===== src/rtl/sce_pkg.sv =====
// Shared types, widths and softplus table generator for the sigmoid
// cross-entropy loss block. Depends on nothing; used by the top level.
package sce_pkg;

  // Default number of table intervals across |x| = 0 .. 16.0
  localparam int SOFTPLUS_ENTRIES_DEF = 64;

  // Table sample width: ln(2) in Q5.11 is the largest sample (1420)
  localparam int SP_W = 11;

  // Q2.30 helpers used while building the table
  localparam longint Q30_ONE  = 64'sd1 << 30;
  localparam longint Q30_HALF = 64'sd1 << 29;

  typedef struct packed {
    logic signed [15:0] logit;
    logic        [15:0] label;
    logic               last_in;
  } sce_in_t;

  typedef struct packed {
    logic [15:0] loss;
    logic        last_out;
  } sce_out_t;

  // Restoring long division of nonnegative values, elaboration use only
  function automatic longint udiv64(longint n, longint d);
    logic [63:0] num;
    logic [63:0] den;
    logic [63:0] rem;
    logic [63:0] quo;
    num = n;
    den = d;
    rem = '0;
    quo = '0;
    for (int i = 63; i >= 0; i--) begin
      rem = {rem[62:0], num[i]};
      if (rem >= den) begin
        rem = rem - den;
        quo[i] = 1'b1;
      end
    end
    return longint'(quo);
  endfunction

  // Divide a nonnegative value by one of the small series divisors
  function automatic longint div_small(longint v, int d);
    longint q;
    case (d)
      1:       q = v;
      2:       q = v / 2;
      3:       q = v / 3;
      4:       q = v / 4;
      5:       q = v / 5;
      6:       q = v / 6;
      7:       q = v / 7;
      8:       q = v / 8;
      9:       q = v / 9;
      10:      q = v / 10;
      11:      q = v / 11;
      12:      q = v / 12;
      13:      q = v / 13;
      15:      q = v / 15;
      17:      q = v / 17;
      19:      q = v / 19;
      21:      q = v / 21;
      23:      q = v / 23;
      25:      q = v / 25;
      27:      q = v / 27;
      29:      q = v / 29;
      31:      q = v / 31;
      33:      q = v / 33;
      35:      q = v / 35;
      37:      q = v / 37;
      39:      q = v / 39;
      41:      q = v / 41;
      default: q = 0;
    endcase
    return q;
  endfunction

  // ln(1 + exp(-t)) for t in Q30, result rounded half up to Q11
  function automatic longint softplus_neg_q11(longint t);
    longint u;
    longint term;
    longint pos;
    longint neg;
    longint e;
    longint s;
    longint s2;
    longint p;
    longint acc;
    longint ln;
    u    = t >>> 6;
    term = Q30_ONE;
    pos  = Q30_ONE;
    neg  = 0;
    // exp(-t/64) by Taylor series
    for (int i = 1; i <= 12; i++) begin
      term = div_small((term * u) >>> 30, i);
      if ((i % 2) == 1) begin
        neg = neg + term;
      end else begin
        pos = pos + term;
      end
    end
    e = pos - neg;
    if (e < 0) begin
      e = 0;
    end
    if (e > Q30_ONE) begin
      e = Q30_ONE;
    end
    // raise to the 64th power by repeated squaring
    for (int i = 0; i < 6; i++) begin
      e = (e * e + Q30_HALF) >>> 30;
    end
    // ln(1+e) = 2*atanh(e/(2+e))
    s   = udiv64(e << 30, 2 * Q30_ONE + e);
    s2  = (s * s) >>> 30;
    p   = s;
    acc = 0;
    for (int i = 0; i <= 20; i++) begin
      acc = acc + div_small(p, 2 * i + 1);
      p   = (p * s2) >>> 30;
    end
    ln = 2 * acc;
    return (ln + (64'sd1 <<< 18)) >>> 19;
  endfunction

  // Table sample k for a table of the given number of intervals
  function automatic logic [SP_W-1:0] sp_entry(int k, int entries);
    longint t;
    t = udiv64(longint'(k) << 34, longint'(entries));
    return SP_W'(softplus_neg_q11(t));
  endfunction

endpackage


===== src/rtl/sigmoid_cross_entropy_loss.sv =====
// Throughput: one request per cycle while result_ready is held high; four
// register stages, the last one the output register, each stage advancing
// when the one after it frees up.
// Reset (rst, synchronous) clears the stage valid bits only; the softplus
// table is a constant built at elaboration.
// Top level of the sigmoid cross-entropy loss block; uses sce_pkg.
module sigmoid_cross_entropy_loss #(
  parameter int SOFTPLUS_ENTRIES = sce_pkg::SOFTPLUS_ENTRIES_DEF
) (
  input  logic             clk,
  input  logic             rst,
  input  logic             item_valid,
  output logic             item_ready,
  input  sce_pkg::sce_in_t item,
  output logic             result_valid,
  input  logic             result_ready,
  output sce_pkg::sce_out_t result
);

  localparam int SP_W  = sce_pkg::SP_W;
  localparam int IDX_W = $clog2(SOFTPLUS_ENTRIES + 1);
  localparam int P_W   = 15 + IDX_W;
  localparam int V_W   = SP_W + 17;

  // Softplus table, one sample per interval end
  logic [SP_W-1:0] rom [SOFTPLUS_ENTRIES+1];

  for (genvar k = 0; k <= SOFTPLUS_ENTRIES; k++) begin : g_rom
    assign rom[k] = sce_pkg::sp_entry(k, SOFTPLUS_ENTRIES);
  end

  // Stage handshake
  logic s1_valid;
  logic s2_valid;
  logic s3_valid;
  logic s4_valid;
  logic s1_ready;
  logic s2_ready;
  logic s3_ready;
  logic s4_ready;

  assign s4_ready   = !s4_valid || result_ready;
  assign s3_ready   = !s3_valid || s4_ready;
  assign s2_ready   = !s2_valid || s3_ready;
  assign s1_ready   = !s1_valid || s2_ready;
  assign item_ready = s1_ready;

  always_ff @(posedge clk) begin
    if (rst) begin
      s1_valid <= 1'b0;
      s2_valid <= 1'b0;
      s3_valid <= 1'b0;
      s4_valid <= 1'b0;
    end else begin
      if (s1_ready) begin
        s1_valid <= item_valid;
      end
      if (s2_ready) begin
        s2_valid <= s1_valid;
      end
      if (s3_ready) begin
        s3_valid <= s2_valid;
      end
      if (s4_ready) begin
        s4_valid <= s3_valid;
      end
    end
  end

  // Stage 1: magnitude, positive part and the x*z product
  logic signed [16:0] x_ext;
  logic        [16:0] mag_c;
  logic signed [32:0] xz_c;
  logic        [16:0] s1_mag;
  logic        [14:0] s1_pos;
  logic signed [32:0] s1_xz;
  logic               s1_last;

  always_comb begin
    x_ext = {item.logit[15], item.logit};
    mag_c = x_ext[16] ? 17'(-x_ext) : 17'(x_ext);
    xz_c  = item.logit * $signed({1'b0, item.label});
  end

  always_ff @(posedge clk) begin
    if (s1_ready) begin
      s1_mag  <= mag_c;
      s1_pos  <= item.logit[15] ? 15'd0 : item.logit[14:0];
      s1_xz   <= xz_c;
      s1_last <= item.last_in;
    end
  end

  // Stage 2: table index and fraction, read both neighbor samples
  logic [P_W-1:0]   p_c;
  logic [IDX_W-1:0] idx_c;
  logic [IDX_W-1:0] idx1_c;
  logic [SP_W-1:0]  s2_t0;
  logic [SP_W-1:0]  s2_t1;
  logic [14:0]      s2_frac;
  logic [14:0]      s2_pos;
  logic signed [32:0] s2_xz;
  logic             s2_last;

  always_comb begin
    p_c    = P_W'(s1_mag) * P_W'(SOFTPLUS_ENTRIES);
    idx_c  = p_c[15 +: IDX_W];
    idx1_c = (idx_c == IDX_W'(SOFTPLUS_ENTRIES)) ? idx_c : idx_c + IDX_W'(1);
  end

  always_ff @(posedge clk) begin
    if (s2_ready) begin
      s2_t0   <= rom[idx_c];
      s2_t1   <= rom[idx1_c];
      s2_frac <= p_c[14:0];
      s2_pos  <= s1_pos;
      s2_xz   <= s1_xz;
      s2_last <= s1_last;
    end
  end

  // Stage 3: linear interpolation, t0*32768 + (t1-t0)*f, rounded to Q11
  logic signed [SP_W:0]    diff_c;
  logic signed [SP_W+16:0] prod_c;
  logic signed [V_W-1:0]   interp_c;
  logic [SP_W-1:0]         s3_sp;
  logic [14:0]             s3_pos;
  logic signed [32:0]      s3_xz;
  logic                    s3_last;

  always_comb begin
    diff_c   = $signed({1'b0, s2_t1}) - $signed({1'b0, s2_t0});
    prod_c   = diff_c * $signed({1'b0, s2_frac});
    interp_c = $signed({2'b00, s2_t0, 15'd0}) + V_W'(prod_c) + V_W'(16384);
  end

  always_ff @(posedge clk) begin
    if (s3_ready) begin
      s3_sp   <= interp_c[15 +: SP_W];
      s3_pos  <= s2_pos;
      s3_xz   <= s2_xz;
      s3_last <= s2_last;
    end
  end

  // Stage 4: total in Q26, round half up to Q11, clamp to the output range
  logic signed [33:0] total_c;
  logic        [33:0] rnd_c;
  logic        [15:0] loss_c;

  always_comb begin
    total_c = $signed({8'd0, s3_sp, 15'd0}) + $signed({4'd0, s3_pos, 15'd0})
              - 34'(s3_xz);
    rnd_c   = 34'(total_c) + 34'd16384;
    if (total_c[33]) begin
      loss_c = 16'd0;
    end else if (rnd_c[32:31] != 2'b00) begin
      loss_c = 16'hFFFF;
    end else begin
      loss_c = rnd_c[30:15];
    end
  end

  always_ff @(posedge clk) begin
    if (s4_ready) begin
      result.loss     <= loss_c;
      result.last_out <= s3_last;
    end
  end

  assign result_valid = s4_valid;

endmodule

===== config.mk =====
export PLATFORM = sky130hd
export DESIGN_NAME = sigmoid_cross_entropy_loss
export DESIGN_NICKNAME = d
export VERILOG_FILES = /design/src/rtl/sce_pkg.sv /design/src/rtl/sigmoid_cross_entropy_loss.sv
export SDC_FILE = /design/constraint.sdc
export NUM_CORES = 1
export LEC_CHECK = 0
export BUFFER_PORTS_ARGS = -buffer_cell sky130_fd_sc_hd__buf_2
export CAP_MARGIN = 10
export CORE_UTILIZATION = 55
export CTS_CLUSTER_DIAMETER = 50
export CTS_CLUSTER_SIZE = 16
export DETAILED_ROUTE_END_ITERATION = 10
export PLACE_DENSITY_LB_ADDON = 0.2
export RECOVER_POWER = 50
export SETUP_SLACK_MARGIN = 0.2
export SLEW_MARGIN = 30
export SYNTH_ARGS = -nofsm -noshare
export SYNTH_HDL_FRONTEND = slang
export SYNTH_SLANG_ARGS = --single-unit

===== constraint.sdc =====
create_clock -name clk -period 26.3 [get_ports clk]
set_input_delay 5.26 -clock clk [delete_from_list [all_inputs] [get_ports clk]]
set_output_delay 5.26 -clock clk [all_outputs]
set_load 0.03 [all_outputs]

; Word-level counts from Yosys, hierarchy flattened
; Memory sizes are Yosys's and may differ from the RTL's. A register that Yosys moved wholly into a read port is not among the register bits.
; Index checks and enable logic that the tools add are counted.
[word_totals]
reg_bits = 204
mem_count = 2
in_bits = 37
rom_bits = 2816
elab_cells = 46
[op_classes]
eq_ne = 1
n_reduce_logical = 9
muxes = 3
n_addsub = 8
n_bitwise = 2
n_mul = 2
[mem_list]
columns = name, depth, word_bits, read_ports, rd_ports_with_merged_regs, wr, line_no
row1 = (name not given), 128, 11, 1, 1, 0, sigmoid_cross_entropy_loss.sv:114  ; s2_t1 <= rom[idx1_c];
row2 = (name not given), 128, 11, 1, 1, 0, sigmoid_cross_entropy_loss.sv:113  ; s2_t0 <= rom[idx_c];
[ops]
columns = cell, count
row1 = $sub A32 B33 Y34, 1
row2 = $add A33 B15 Y33 const B, 1
row3 = $mul A16 B17 Y33, 1
row4 = $add A26 B30 Y31, 1
row5 = $add A26 B16 Y26 const B, 1
row6 = $add A26 B26 Y26, 1
row7 = $mul A12 B10 Y20, 1
row8 = $mux W16, 1
row9 = $neg A16 Y16, 1
row10 = $not A7 Y8, 2
row11 = $mux W15, 1
row12 = $sub A11 B11 Y12, 1
row13 = $add A7 B1 Y7 const B, 1
row14 = $eq A7 B7 Y1 const B, 1
row15 = $mux W7, 1
row16 = $logic_not A1 Y1, 4
row17 = $logic_or A1 B1 Y1, 4
row18 = $reduce_bool A2 Y1, 1

; Depth between registers and ports, before layout
[depth]
depth_word = 5
mapped_depth = 38
mapped_depth_nobuf = 38

; Worst setup path before layout
; OpenSTA, ideal clock, no wires.
[synth_path]
path_kind = input -> output
startpoint = in result_ready
endpoint = out item_ready
required_ns = 21.040
cell_stages = 3
path_slack_ns = 13.930
t_arrival_ns = 7.110
path_cell_list = nor2b_1 > and3_1 > nand2_1
[synth_between]
elab_chain_cells = 4
[synth_rtl]
columns = item, line_no
row1 = from (decl), sigmoid_cross_entropy_loss.sv:16  ; input logic result_ready,
row2 = $logic_or A1 B1 Y1, sigmoid_cross_entropy_loss.sv:42  ; assign s4_ready = !s4_valid || result_ready;
row3 = $logic_or A1 B1 Y1, sigmoid_cross_entropy_loss.sv:43  ; assign s3_ready = !s3_valid || s4_ready;
row4 = $logic_or A1 B1 Y1, sigmoid_cross_entropy_loss.sv:44  ; assign s2_ready = !s2_valid || s3_ready;
row5 = $logic_or A1 B1 Y1, sigmoid_cross_entropy_loss.sv:45  ; assign s1_ready = !s1_valid || s2_ready;
row6 = to (decl), sigmoid_cross_entropy_loss.sv:13  ; output logic item_ready,
; Every way passes these cells.

; Worst setup path in the final report
[layout_path]
startpoint = in item[32] (netlist bit)
endpoint = reg s1_xz[31], data pin
[layout_between]
elab_chain_cells = 1
[layout_rtl]
columns = item, line_no
row1 = from (decl), sigmoid_cross_entropy_loss.sv:14  ; input sce_pkg::sce_in_t item,
row2 = $mul A16 B17 Y33, sigmoid_cross_entropy_loss.sv:82  ; xz_c = item.logit * $signed({1'b0, item.label});
row3 = net xz_c[31], sigmoid_cross_entropy_loss.sv:73  ; logic signed [32:0] xz_c;
row4 = to (signal assigned), sigmoid_cross_entropy_loss.sv:89  ; s1_xz <= xz_c;
row5 = to (decl), sigmoid_cross_entropy_loss.sv:76  ; logic signed [32:0] s1_xz;
; The timed path passes the listed nets, and every way through them passes these cells.
; A chain may end at the register's enable or synchronous reset.

==> results.md <==
- The flow ran to the end, but the final reports show violations.
- The checks that failed: max-capacitance violations, max-slew violations.
- The number of enable-type register cells in the synthesized netlist is 222.
- The total area inside the core boundary comes to 41,900 sq um.
- Counting every net in the synthesized netlist gives 2,831.
- Entering global routing, the biggest net connects 67 pins.
- The endpoint of the most critical setup path is s1_xz[31].
- Once the clock tree was built, the setup fixing pass inserted 0 buffers.
- For this run, the post-layout net count is 2,839.
- The synthesized design devotes to its leading area cell type 28.5% of total area.
- The number of cell rows is 75.
- Across all register-to-register paths, the minimum setup slack is 17,020 ps.
- The violation count after the first detailed-route iteration is 908.
- Together, buffers and inverters on the worst path number 4.
- The initial antenna violation count is 3.
- The synthesized design contains 226 register bits.
- The remaining design rule violation count is 0.
- The synthesized design spends more area on one cell type than any other, namely edfxtp_1.
- The headroom to the max-slew limit is -104%.
- For this run, the detailed router's first-pass iteration total came to 5.
- The largest single stage delay on the critical path is 1440 ps.
- The width of the die is 208 um.
- In the synthesized netlist the async set-or-reset flop fraction comes to 0%.
- The share of the clock period used by the worst path after layout is 47.1%.
- Clock-pin slew was measured on the worst setup and hold paths at 70 ps.
- The worst flop-to-flop path endpoint is s3_sp[10].
- The number of global-route vias before repair is 16.1k.
- The library cell appearing most often on the critical path is fa_1.
- The global-route wire length before repair is 81,500 um.
- The initial utilization of the core area, before any placement, comes to 55.8%.
- Across all hold checks on the routed design, the worst slack comes to 411 ps.
- The critical path in this run is classified as input port to flip-flop.
- The via density per instance is 5.41.
- The worst setup path is captured at a flip-flop.
- In this run the worst hold path is classified as flip-flop to flip-flop.
- The actual transition at the worst max-transition pin is 3050 ps.
- The tree built by TritonCTS fans out to 226 sinks.
- Between clock sinks in the finished design, the worst skew comes to 9.05 ps.
- The number of endpoints failing setup at the final stage is 0.
- Dividing the synthesized area by the synthesized cell count gives 10.3 sq um.
- Counting cells, the worst reg-to-reg path comes to 35.
- Buffers inserted during clock tree synthesis total 20.
- The clock insertion delay at the later pin of the skew report is 500 ps.
- Clock tree synthesis selected as its root buffer the cell clkbuf_16.
- The die covers 43,400 sq um.
- Of all nets on the critical path, the largest fanout is 44.
- The CTS tree is built.
- The quantity of hold-fixing buffers added after cts is 0.
- The overall track demand over capacity in global routing is 23.4%.
- Walking the worst path, the cells encountered are clkbuf_1 -> nand2b_1 -> fa_1 -> fa_1 -> inv_1 -> fa_1 -> inv_1 -> fa_1 -> fa_1 -> inv_1 -> fa_1 -> ha_1 -> a21o_1 -> a22oi_1 -> a21oi_1 -> a41oi_1 -> a211oi_1 -> a41o_1 -> o41ai_1 -> xnor2_1.
- The data required time of the worst path is 26,540 ps.
- The busiest layer in global routing is met2.
- Ranked by total cell area, the synthesized netlist is headed by edfxtp_1 (28%), fa_1 (24%), ha_1 (12%).
- The total count of max-transition violations in the final report is 106.
- The highest attainable clock frequency is 80.7 MHz.
- Yosys mapped the design onto 80 distinct sky130hd cell types.
- The startpoint identified for the worst register-to-register timing path is s2_t0[0].
- Adding up every negative setup slack in the final design gives 0 ps.
- The source of the critical timing path is item[32].
- The Yosys step of the flow raised 0 warnings.
- The gate family responsible for the most delay along the worst path is adder cells.
- Synthesis produced a netlist whose cell count is 2,284.
- The final antenna-violating net count is 0.
- The floorplan step set the die height to 208 um.
- For this run, global-route usage on met2 was measured as 39.4%.
- The smallest clock period supported by the final layout is computed as 12,390 ps.
- The count of input and output buffers is 55.
- The most used flip-flop cell after synthesis is edfxtp_1.
- The final RePlAce weighted congestion is 0.846.
- Relative to the synthesized area, the layout overhead comes to 5.69%.
- Data on the critical path arrives at its endpoint at 12,630 ps.
- Detailed placement finished with a half-perimeter wire length of 37,800 um.
- The register area share after synthesis is 28.8%.
- The nature of the critical path startpoint is an input port.
- The routed layout has 15.4k vias.
- The sum of overflow across all layers after global routing is 0.
- In the global route stage, met3 resource usage came out at 2.16%.
- Setup repair after global routing left no endpoint under its margin.
- The critical path runs through a total of 20 cells.
- The post-cts resize count is 0.
- The post-detailed-routing wire length is 48,300 um.
- The number of maximum-capacitance violations is 2.
- In the final layout, the share of cells above drive strength 1 is 5.31%.
- Dividing the detail-routed wire length by the instance count gives 17.0 um.
- CTS built an H-tree with a depth of 1.
- The cell with the largest stage delay on the worst path is clkbuf_1.
- Summing every instance area after synthesis gives 23,400 sq um.
- Global routing consumed, on the met1 layer, 32.5% of the routing resources.
- The final-report hold violation count came to 0.
- The number of buffers on the longest clock path is 3.
- 56 I/O pins were placed.
## logic make-up (layout without fill, tap and decap cells)
logic type,count (synthesis),in the layout,synth area share [%]
compound gates,266,266,7.60
xor+xnor,130,130,4.98
fa+ha+maj,510,510,36.3
buf+inv,484,499,7.79
flops,226,226,28.8
mux,7,7,0.304
other cells,0,3,0
simple gates,661,661,14.2
## worst min-delay path by stage
stage | slack, ps | depth (start not counted) | startpoint | end
detailed placement | 400 | 0 | s1_mag[4] | s2_frac[10]
CTS | 410 | 0 | s1_xz[18] | s2_xz[18]
finish | 410 | 0 | s1_xz[18] | s2_xz[18]
global route | 420 | 0 | s1_xz[18] | s2_xz[18]
global placement | 400 | 0 | s2_xz[0] | s3_xz[0]
floorplan | 400 | 0 | s3_last | result[0]
## cells in the mapped netlist, types with 4 or more instances
cell / instances
a211oi_1: 12
a21o_1: 27
a21oi_1: 80
a311oi_1: 4
a31oi_1: 4
a41o_1: 5
and2_1: 146
and3_1: 11
buf_1: 6
clkbuf_1: 71
dfxtp_1: 4
edfxtp_1: 222
fa_1: 283
ha_1: 227
inv_1: 404
mux2i_1: 6
nand2_1: 266
nand2b_1: 28
nand3_1: 26
nand4_1: 6
nor2_1: 78
nor2b_1: 35
nor3_1: 27
nor4_1: 6
o21a_1: 6
o21ai_0: 46
o21ai_1: 4
o21ai_2: 11
o21bai_1: 15
o22ai_1: 6
o31ai_1: 4
o41ai_1: 4
or3_1: 6
xnor2_1: 101
xor2_1: 26
## per-stage QoR
stage                     instances  instance area, sq um  setup WS, ps  utilization, %
after floorplan                2284                 23400         13930               -
after global placement         2809                 24100         14290            57.6
after detailed placement       2809                 24200         14260            57.6
after CTS                      2838                 24800         14260            59.1
after global routing           2841                 24800         13530            59.0
final                          2841                 24800         13910            59.0
## cell type report
type | count | area [sq um]
timing repair buffer | 64 | 333
fill | 3570 | 17200
antenna | 3 | 7.51
tap | 539 | 674
multi-input combinational | 1574 | 14800
sequential | 226 | 6750
clock buffer | 21 | 526
clock inverter | 8 | 110
inverter | 406 | 1520
## state kept, by name, summed over array words and instances, names as in the netlist, 9 cells and up
register  cells
s2_frac       9
s2_pos       15
s2_t1        11
s3_sp        11
s3_pos       15
s2_t0        11
result       17
s1_mag       16
s2_xz        33
s1_pos       15
s1_xz        33
s3_xz        33
## metal layers
metal	up-vias	share of wire [%]	wire [um]
li1	7365	-	-
met1	7579	45	21800
met2	383	48	23400
met3	54	4.9	2360
met4	0	1.6	789
met5	-	0	0
## cell usage in the layout, fill, tap and decap left out, types with 5 or more instances in the layout
master and n:
ha_1 227, a21oi_1 80, o21a_1 6, and3_1 11, nand3_1 26, inv_1 404, o21bai_1 15, nand2b_1 28
and2_1 142, buf_4 7, nand4_1 6, or3_1 6, o22ai_1 6, a21o_1 27, fa_1 283, nor2_1 78
o21ai_0 54, xor2_1 26, xnor2_1 98, clkbuf_16 21, a211oi_1 13, nand2_1 264, mux2i_1 6, nor4_1 6
edfxtp_1 222, nor2b_1 35, nor3_1 27, buf_2 53, a41o_1 5
Power is left out: the tool's default activity adds up to more than one toggle a clock period on the data nets, which glitch-free logic cannot reach.
